--- config.mk ---
export PLATFORM = sky130hd
export DESIGN_NAME = residual_symbol_mapper
export DESIGN_NICKNAME = d
export VERILOG_FILES = /design/src/hdl/rsm_pkg.sv /design/src/hdl/residual_symbol_mapper.sv
export SDC_FILE = /design/constraint.sdc
export NUM_CORES = 1
export LEC_CHECK = 0
export ABC_AREA = 1
export BUFFER_PORTS_ARGS = -buffer_cell sky130_fd_sc_hd__buf_2
export CAP_MARGIN = 20
export CORE_MARGIN = 5
export CORE_UTILIZATION = 55
export CTS_CLUSTER_DIAMETER = 200
export DETAILED_ROUTE_END_ITERATION = 6
export MAX_ROUTING_LAYER = met4
export PLACE_DENSITY = 0.74
export SLEW_MARGIN = 40
export SYNTH_ARGS = -nofsm -noshare
export SYNTH_HDL_FRONTEND = slang
export SYNTH_SLANG_ARGS = --single-unit
export TNS_END_PERCENT = 100
--- constraint.sdc ---
create_clock -name clk -period 42.7 [get_ports clk]
set_input_delay 2.135 -clock clk [delete_from_list [all_inputs] [get_ports clk]]
set_output_delay 2.135 -clock clk [all_outputs]
set_load 0.01 [all_outputs]
--- src/hdl/rsm_pkg.sv ---
// rsm_pkg: shared types and constants for the residual symbol mapper.
// Holds the context threshold table, escape-bin codes and the result record.
// No dependencies.
package rsm_pkg;

  // Context thresholds, in units of 0.25 (0.25 .. 1.5, then 2 .. 14 in steps of 0.5).
  localparam int NUM_THRESH = 31;
  localparam logic [5:0] QUARTER_THRESH [NUM_THRESH] = '{
    6'd1,  6'd2,  6'd3,  6'd4,  6'd5,  6'd6,  6'd8,  6'd10,
    6'd12, 6'd14, 6'd16, 6'd18, 6'd20, 6'd22, 6'd24, 6'd26,
    6'd28, 6'd30, 6'd32, 6'd34, 6'd36, 6'd38, 6'd40, 6'd42,
    6'd44, 6'd46, 6'd48, 6'd50, 6'd52, 6'd54, 6'd56
  };

  // Sample ranges
  localparam logic [8:0] LUMA_TOP      = 9'd255;
  localparam logic [8:0] CHROMA_TOP    = 9'd511;
  localparam logic [8:0] LUMA_MIRROR   = 9'd128;
  localparam logic [8:0] CHROMA_MIRROR = 9'd256;

  // Model symbols: below DIRECT_LIMIT the symbol is coded as is
  localparam logic [4:0] DIRECT_LIMIT = 5'd16;
  localparam logic [4:0] ESC_BIN_16   = 5'd16;  // 16..31,   4 raw bits
  localparam logic [4:0] ESC_BIN_32   = 5'd17;  // 32..63,   5 raw bits
  localparam logic [4:0] ESC_BIN_64   = 5'd18;  // 64..127,  6 raw bits
  localparam logic [4:0] ESC_BIN_128  = 5'd19;  // 128..255, 7 raw bits
  localparam logic [4:0] ESC_BIN_256  = 5'd20;  // 256..511, 8 raw bits (chroma)

  localparam logic [3:0] RAW_CNT_16  = 4'd4;
  localparam logic [3:0] RAW_CNT_32  = 4'd5;
  localparam logic [3:0] RAW_CNT_64  = 4'd6;
  localparam logic [3:0] RAW_CNT_128 = 4'd7;
  localparam logic [3:0] RAW_CNT_256 = 4'd8;

  typedef struct packed {
    logic [4:0] context_index;
    logic [8:0] folded_symbol;
    logic [4:0] model_symbol;
    logic [7:0] raw_bits;
    logic [3:0] raw_count;
  } rsm_result_t;

endpackage

--- src/hdl/residual_symbol_mapper.sv ---
// residual_symbol_mapper: per-pixel residual folding with escape bins.
// Depends on rsm_pkg (threshold table, escape-bin codes, result record).
//
//   channel | direction | handshake          | payload
//   --------+-----------+--------------------+--------------------------------------------
//   in_     | in        | in_valid/in_ready  | pixel_value, left_neighbour,
//           |           |                    | prediction_offset, context_value
//   out_    | out       | out_valid/out_ready| context_index, folded_symbol,
//           |           |                    | model_symbol, raw_bits, raw_count
//   cfg_    | in        | cfg_we (no wait)   | cfg_wdata -> chroma_mode
//
// Items pass the input and result registers; one item per cycle while out_ready is high.
// Stage 1 is an input register, the fold/escape logic sits between it and the result
// register. in_ready falls only when both registers hold items and out_ready is low.
// rst_n (synchronous, active low) empties both stages and sets chroma_mode to luma.
// in_ready follows out_ready combinationally, so a stall reaches the input in the same cycle.
module residual_symbol_mapper #(
  parameter int NUM_CONTEXTS  = 32,  // 2..32
  parameter int FRACTION_BITS = 8    // 2..12
) (
  input  logic               clk,
  input  logic               rst_n,
  // configuration
  input  logic               cfg_we,
  input  logic               cfg_wdata,
  // input items
  input  logic               in_valid,
  output logic               in_ready,
  input  logic [8:0]         in_pixel_value,
  input  logic [8:0]         in_left_neighbour,
  input  logic signed [17:0] in_prediction_offset,
  input  logic [15:0]        in_context_value,
  // result items
  output logic               out_valid,
  input  logic               out_ready,
  output logic [4:0]         out_context_index,
  output logic [8:0]         out_folded_symbol,
  output logic [4:0]         out_model_symbol,
  output logic [7:0]         out_raw_bits,
  output logic [3:0]         out_raw_count
);
  import rsm_pkg::*;

  localparam int F  = FRACTION_BITS;
  // Prediction width: offset (18b) or left<<F, plus mirror headroom and sign.
  localparam int DW = ((F + 10 > 18) ? F + 10 : 18) + 2;
  localparam int PW = DW - F + 1;  // integer prediction, room for top - p
  localparam int SW = PW + 2;      // fold arithmetic
  localparam logic [4:0] CTX_MAX = 5'(NUM_CONTEXTS - 1);

  // ---------------------------------------------------------------------------
  // Configuration
  // ---------------------------------------------------------------------------
  logic chroma_r;

  always_ff @(posedge clk) begin
    if (!rst_n) begin
      chroma_r <= 1'b0;
    end else if (cfg_we) begin
      chroma_r <= cfg_wdata;
    end
  end

  // ---------------------------------------------------------------------------
  // Handshake: two-stage pipeline
  // ---------------------------------------------------------------------------
  logic s1_valid_r;
  logic out_valid_r;
  logic s2_take;   // result register loads from stage 1
  logic s1_take;   // input register loads from the port

  assign s2_take  = s1_valid_r && (!out_valid_r || out_ready);
  assign in_ready = !s1_valid_r || s2_take;
  assign s1_take  = in_valid && in_ready;

  // Stage 1: input register
  logic [8:0]         s1_pixel_r;
  logic [8:0]         s1_left_r;
  logic signed [17:0] s1_offset_r;
  logic [15:0]        s1_ctx_r;

  always_ff @(posedge clk) begin
    if (!rst_n) begin
      s1_valid_r <= 1'b0;
    end else if (in_ready) begin
      s1_valid_r <= in_valid;
    end
  end

  always_ff @(posedge clk) begin
    if (s1_take) begin
      s1_pixel_r  <= in_pixel_value;
      s1_left_r   <= in_left_neighbour;
      s1_offset_r <= in_prediction_offset;
      s1_ctx_r    <= in_context_value;
    end
  end

  // ---------------------------------------------------------------------------
  // Context quantizer: count thresholds at or below the context value, then cap.
  // Thresholds rise strictly, so the count is the first entry the value is below.
  // ---------------------------------------------------------------------------
  logic [4:0] ctx_cnt;
  logic [4:0] ctx_idx;

  always_comb begin
    ctx_cnt = '0;
    for (int i = 0; i < NUM_THRESH; i++) begin
      if ({1'b0, s1_ctx_r} >= (17'(QUARTER_THRESH[i]) << (F - 2))) begin
        ctx_cnt = ctx_cnt + 5'd1;
      end
    end
    ctx_idx = (ctx_cnt > CTX_MAX) ? CTX_MAX : ctx_cnt;
  end

  // ---------------------------------------------------------------------------
  // Prediction: d = offset + left<<F, p = d / 2^F toward zero
  // ---------------------------------------------------------------------------
  logic signed [DW-1:0] off_ext;
  logic signed [DW-1:0] left_ext;
  logic signed [DW-1:0] d;
  logic signed [DW-1:0] d_adj;
  logic signed [PW-1:0] p_t;     // truncated prediction
  logic signed [PW-1:0] p_c;     // after luma clamp
  logic signed [DW+1:0] frac;    // d - p_c<<F, sign tells the rounding side
  logic                 above_pre;
  logic                 below_pre;
  logic                 mirror;
  logic [8:0]           top;
  logic [8:0]           x_c;
  logic [8:0]           xm;
  logic signed [PW-1:0] pm;
  logic                 above;

  always_comb begin
    off_ext  = DW'(s1_offset_r);
    left_ext = DW'({s1_left_r, {F{1'b0}}});
    d        = off_ext + left_ext;
    // bias negatives so the arithmetic shift rounds toward zero
    d_adj    = d + (d[DW-1] ? DW'((1 << F) - 1) : DW'(0));
    p_t      = PW'(d_adj >>> F);

    if (chroma_r) begin
      p_c    = p_t;
      top    = CHROMA_TOP;
      x_c    = s1_pixel_r;
      // signed compare: a negative prediction never mirrors
      mirror = (p_t >= $signed(PW'(CHROMA_MIRROR)));
    end else begin
      if (p_t < 0) begin
        p_c = '0;
      end else if (p_t > PW'(LUMA_TOP)) begin
        p_c = PW'(LUMA_TOP);
      end else begin
        p_c = p_t;
      end
      top    = LUMA_TOP;
      x_c    = (s1_pixel_r > LUMA_TOP) ? LUMA_TOP : s1_pixel_r;
      mirror = (p_c >= PW'(LUMA_MIRROR));
    end

    frac      = (DW+2)'(d) - ((DW+2)'(p_c) <<< F);
    below_pre = frac[DW+1];
    above_pre = !frac[DW+1] && (frac != '0);

    // mirroring about top swaps the side of the fraction
    xm    = mirror ? (top - x_c) : x_c;
    pm    = mirror ? (PW'(top) - p_c) : p_c;
    above = mirror ? below_pre : above_pre;
  end

  // ---------------------------------------------------------------------------
  // Fold residual into a non-negative symbol
  // ---------------------------------------------------------------------------
  logic signed [SW-1:0] xs;
  logic signed [SW-1:0] ps;
  logic signed [SW-1:0] sym;
  logic [8:0]           mag;

  always_comb begin
    xs = SW'($signed({1'b0, xm}));
    ps = SW'(pm);
    if (above) begin
      if (xs <= ps) begin
        sym = (ps - xs) <<< 1;
      end else if (xs > (ps <<< 1)) begin
        sym = xs;
      end else begin
        sym = ((xs - ps) <<< 1) - SW'(1);
      end
    end else begin
      if (xs < ps) begin
        sym = ((ps - xs) <<< 1) - SW'(1);
      end else if (xs > (ps <<< 1)) begin
        sym = xs;
      end else begin
        sym = (xs - ps) <<< 1;
      end
    end

    if (sym < 0) begin
      mag = '0;
    end else if (sym > SW'(CHROMA_TOP)) begin
      mag = CHROMA_TOP;
    end else begin
      mag = sym[8:0];
    end
  end

  // ---------------------------------------------------------------------------
  // Escape split
  // ---------------------------------------------------------------------------
  rsm_result_t res;

  always_comb begin
    res.context_index = ctx_idx;
    res.folded_symbol = mag;
    res.model_symbol  = mag[4:0];
    res.raw_bits      = '0;
    res.raw_count     = '0;
    if (mag < 9'd16) begin
      res.model_symbol = mag[4:0];
    end else if (mag < 9'd32) begin
      res.model_symbol = ESC_BIN_16;
      res.raw_bits     = 8'(mag - 9'd16);
      res.raw_count    = RAW_CNT_16;
    end else if (mag < 9'd64) begin
      res.model_symbol = ESC_BIN_32;
      res.raw_bits     = 8'(mag - 9'd32);
      res.raw_count    = RAW_CNT_32;
    end else if (mag < 9'd128) begin
      res.model_symbol = ESC_BIN_64;
      res.raw_bits     = 8'(mag - 9'd64);
      res.raw_count    = RAW_CNT_64;
    end else if (mag < 9'd256 || !chroma_r) begin
      // luma keeps everything from 128 up in this bin, offset saturated
      res.model_symbol = ESC_BIN_128;
      res.raw_bits     = (mag < 9'd256) ? 8'(mag - 9'd128) : 8'd127;
      res.raw_count    = RAW_CNT_128;
    end else begin
      res.model_symbol = ESC_BIN_256;
      res.raw_bits     = 8'(mag - 9'd256);
      res.raw_count    = RAW_CNT_256;
    end
  end

  // ---------------------------------------------------------------------------
  // Result register
  // ---------------------------------------------------------------------------
  rsm_result_t out_r;

  always_ff @(posedge clk) begin
    if (!rst_n) begin
      out_valid_r <= 1'b0;
    end else if (s2_take) begin
      out_valid_r <= 1'b1;
    end else if (out_ready) begin
      out_valid_r <= 1'b0;
    end
  end

  always_ff @(posedge clk) begin
    if (s2_take) begin
      out_r <= res;
    end
  end

  assign out_valid         = out_valid_r;
  assign out_context_index = out_r.context_index;
  assign out_folded_symbol = out_r.folded_symbol;
  assign out_model_symbol  = out_r.model_symbol;
  assign out_raw_bits      = out_r.raw_bits;
  assign out_raw_count     = out_r.raw_count;

  // ---------------------------------------------------------------------------
  // Assertions
  // ---------------------------------------------------------------------------
  // a stalled stage-1 item is never dropped
  a_s1_hold: assert property (@(posedge clk) disable iff (!rst_n)
    (s1_valid_r && !s2_take) |=> s1_valid_r)
    else $error("stage 1 item lost while stalled");

  // raw bits only with an escape bin
  a_raw_direct: assert property (@(posedge clk) disable iff (!rst_n)
    out_valid_r |-> ((out_r.model_symbol < DIRECT_LIMIT) == (out_r.raw_count == '0)))
    else $error("raw count does not match direct/escape symbol");

  // raw offset fits in the announced count
  a_raw_fits: assert property (@(posedge clk) disable iff (!rst_n)
    (out_valid_r && out_r.raw_count != '0) |->
      ((9'(out_r.raw_bits) >> out_r.raw_count) == '0))
    else $error("raw bits exceed raw count");

  // context index within the configured number of contexts
  a_ctx_range: assert property (@(posedge clk) disable iff (!rst_n)
    out_valid_r |-> (out_r.context_index <= CTX_MAX))
    else $error("context index out of range");

endmodule
==> summary.txt <==
Status
  • Outcome: complete, no violations

Timing
  • Setup violators final: 0
  • Worst-Margin Slew: between 700 and 800 ps
  • Setup TNS: 0 ps
  • Final Hold Viols: 0
  • Final slew viol count: 0
  • RSZ-0062 raised after global routing: false
  • Final period util: 0.3728
  • Slew HR: 0.5201
  • Clock Skew: roughly 15 ps
  • Fmax: 62.82 MHz
  • Tmin final: 15920 ps

Worst setup path
  • Crit path capture type: register
  • Max stage delay on crit path: about 590 ps
  • Critical Path RT: between 40000 and 50000 ps
  • Critical-path top delay cell: edfxtp_1
  • Worst R2R Path Depth: between 90 and 100
  • Critical-path maximum fanout: 9
  • CP Launch Type: register
  • Cell mode on critical path: nand2_1
  • Setup CP Type: reg2reg
  • Worst Path Arrival: 16030 ps

Synthesis
  • Unique masters post-synth: 57
  • Yosys top cell by area: edfxtp_1
  • Post-Syn Area: about 11000 sq um
  • Syn_nets: 1848
  • Main flop type after synthesis: edfxtp_1
  • Register bit count reported by yosys: 80
  • Sequential fraction of the synthesis area: 0.2161
  • Asr flop ratio synth: 0
  • Post-synth top area share: 0.2106
  • Count leader, synth: nand2_1
  • Yosys warnings: 0
  • Syn Inst Count: around 1.7k
  • Syn Area/Cell: approximately 6.5 sq um
  • Number of synthesized flops with an enable pin: 77
  • Commonest cells post-synth: nand2_1 (464), inv_1 (301), nand3_1 (163), nor2_1 (136), ha_1 (89)
  • Top post-synthesis cells by area: edfxtp_1 (21%), nand2_1 (16%), inv_1 (10%)

Power and ir drop
  • Pwr Total: approximately 0.79 mW
  • Leakage: approximately 6.6 nW
  • Power per standard cell area: about 66 nW/um^2
  • Peak supply drop: between 0.00003 and 0.00004 V

GRT
  • GRT overflow: 0
  • Antenna violations before repair: 0
  • Total track usage: 0.2221
  • Number of global-route vias before repair: 9695
  • Largest net degree at the start of global routing: between 40 and 50
  • First-pass GRT wire length: around 40 mm

Placement
  • Number of instances in the placed design: ~2.0k
  • IO Port Bufs: 84
  • GP Congestion: around 0.92
  • HPWL Detailed: about 20 mm

Clock network
  • CTS tree: yes
  • Clk slew on worst S/H paths: ~60 ps
  • Longest Clk Path Bufs: 2
  • Hold-fix buffers at CTS: 0
  • Setup bufs post-CTS: 0
  • CTS buffer count: 9
  • Root Buffer: clkbuf_16
  • Worst skew pair latency: around 360 ps
  • CTS H-tree depth: 3
  • Post-CTS sizing: 0
  • CTS Sinks: 80

Drt
  • Post-route ant nets: 0
  • Routed vias/inst: 5.052
  • DRC Markers: 0
  • DRC marker count from the first detailed-route iteration: approximately 450
  • TritonRoute pass-1 iters: 5
  • Via Count: 10.34k
  • WL final: 24.04 mm
  • Routed wire length per instance: ~12 microns

Cells and area
  • Fin nets: just under 2k
  • Share of cells above drive strength 1: 0.1352
  • Antenna diode count: 0
  • Final Core Density: 0.6102
  • Syn-to-layout area delta: 8.878%
  • Post-route non-filler standard cell count: a little over 2k

Hold path
  • Worst hold path class: reg2reg
  • Hold path depth: 2

Floorplan
  • Initial cell density of the core: 0.5605
  • Core box area: just under 20000 sq um
  • Die H: about 150 microns
  • Row count: 51
  • Die Wd: around 150 microns
  • Die ar.: 22890 sq um
  • Io pins: 91

Flow run
  • # Max-Cap Violations: 0
-- kinds of logic (layout without fill, tap and decap cells) --
kind of cell    count (synthesis)  after routing  synth area share
fa+ha+maj                      93             93            0.1087
flops                          80             80            0.2161
xor+xnor                       73             73           0.05960
other cells                     1              1         0.0003416
mux                             1              1          0.001026
buf+inv                       339            424            0.1195
simple gates                  925            925            0.3957
compound gates                185            185           0.09903
-- worst paths after layout --
path	start	slack, ps	endpoint
worst min register to register	s1_valid_r$_SDFFE_PN0N_	530	out_valid$_SDFFE_PN0P_
worst max-delay path	s1_ctx_r[9]$_DFFE_PP_	26780	out_context_index[4]$_SDFFCE_PN1P_
worst min-delay path	s1_valid_r$_SDFFE_PN0N_	530	out_valid$_SDFFE_PN0P_
worst max register to register	s1_ctx_r[9]$_DFFE_PP_	26780	out_context_index[4]$_SDFFCE_PN1P_
-- power by group --
part	leakage [nW]	switching [mW]	total, mW	internal, mW
combinational	5.66	0.381	0.597	0.216
sequential	0.761	0.00381	0.113	0.110
clock	0.143	0.0329	0.0783	0.0454
total	6.57	0.418	0.789	0.371
-- flip-flops by register name, summed over array words and instances (netlist names) --
name	flops
s1_ctx_r	10
s1_offset_r	18
s1_valid_r	1
out_raw_bits	8
out_folded_symbol	9
out_context_index	5
s1_left_r	9
s1_pixel_r	9
out_raw_count	4
out_model_symbol	5
out_valid	1
chroma_r	1
-- critical path, delay by kind of cell (launching register included) --
kind                     cells  cell delay [ps]
AND/OR/NAND/NOR             52             7350
XOR/XNOR                     5              420
AO/OA/AOI/OAI               16             2570
flip-flops                   1              590
buffers and inverters        7              390
adder cells (fa/ha/maj)     16             4320
-- layer usage --
metal | track usage | wire length, microns | up-vias
met5 | - | 0 | -
met4 | 0.07026 | 433 | 0
met3 | 0.03022 | 866 | 27
met2 | 0.3816 | 11630 | 174
met1 | 0.2702 | 11110 | 4538
li1 | - | - | 5603
-- metrics by stage --
stage               cell area [sq um]  setup slack, ps  hold WS, ps
global placement                11640            27160        511.9
detailed placement              11660            26940        521.1
global route                    11950            25260        569.9
CTS                             11950            26840        529.0
finish                          11950            26780        526.4
floorplan                       10980            28240        449.1
-- layout by cell type, fill, tap and decap left out, types with 38 or more instances in the layout --
cell type	netlist	layout
nor2_1	136	135
nand3_1	163	163
xor2_1	60	60
nand2_1	464	464
buf_2	1	84
edfxtp_1	77	77
inv_1	301	300
ha_1	89	89
o21ai_0	59	59
nand2_2	38	38
a21oi_1	68	67
-- area by class of cell --
type | count | area [sq um]
Sequential cell | 80 | 2372
Inverter | 323 | 1216
Clock inverter | 5 | 57.56
Clock buffer | 11 | 232.7
Tap cell | 265 | 331.6
Fill cell | 1851 | 7636
Multi-Input combinational cell | 1278 | 7308
Timing Repair Buffer | 85 | 435.4
Power figures use the tool's default switching activity.
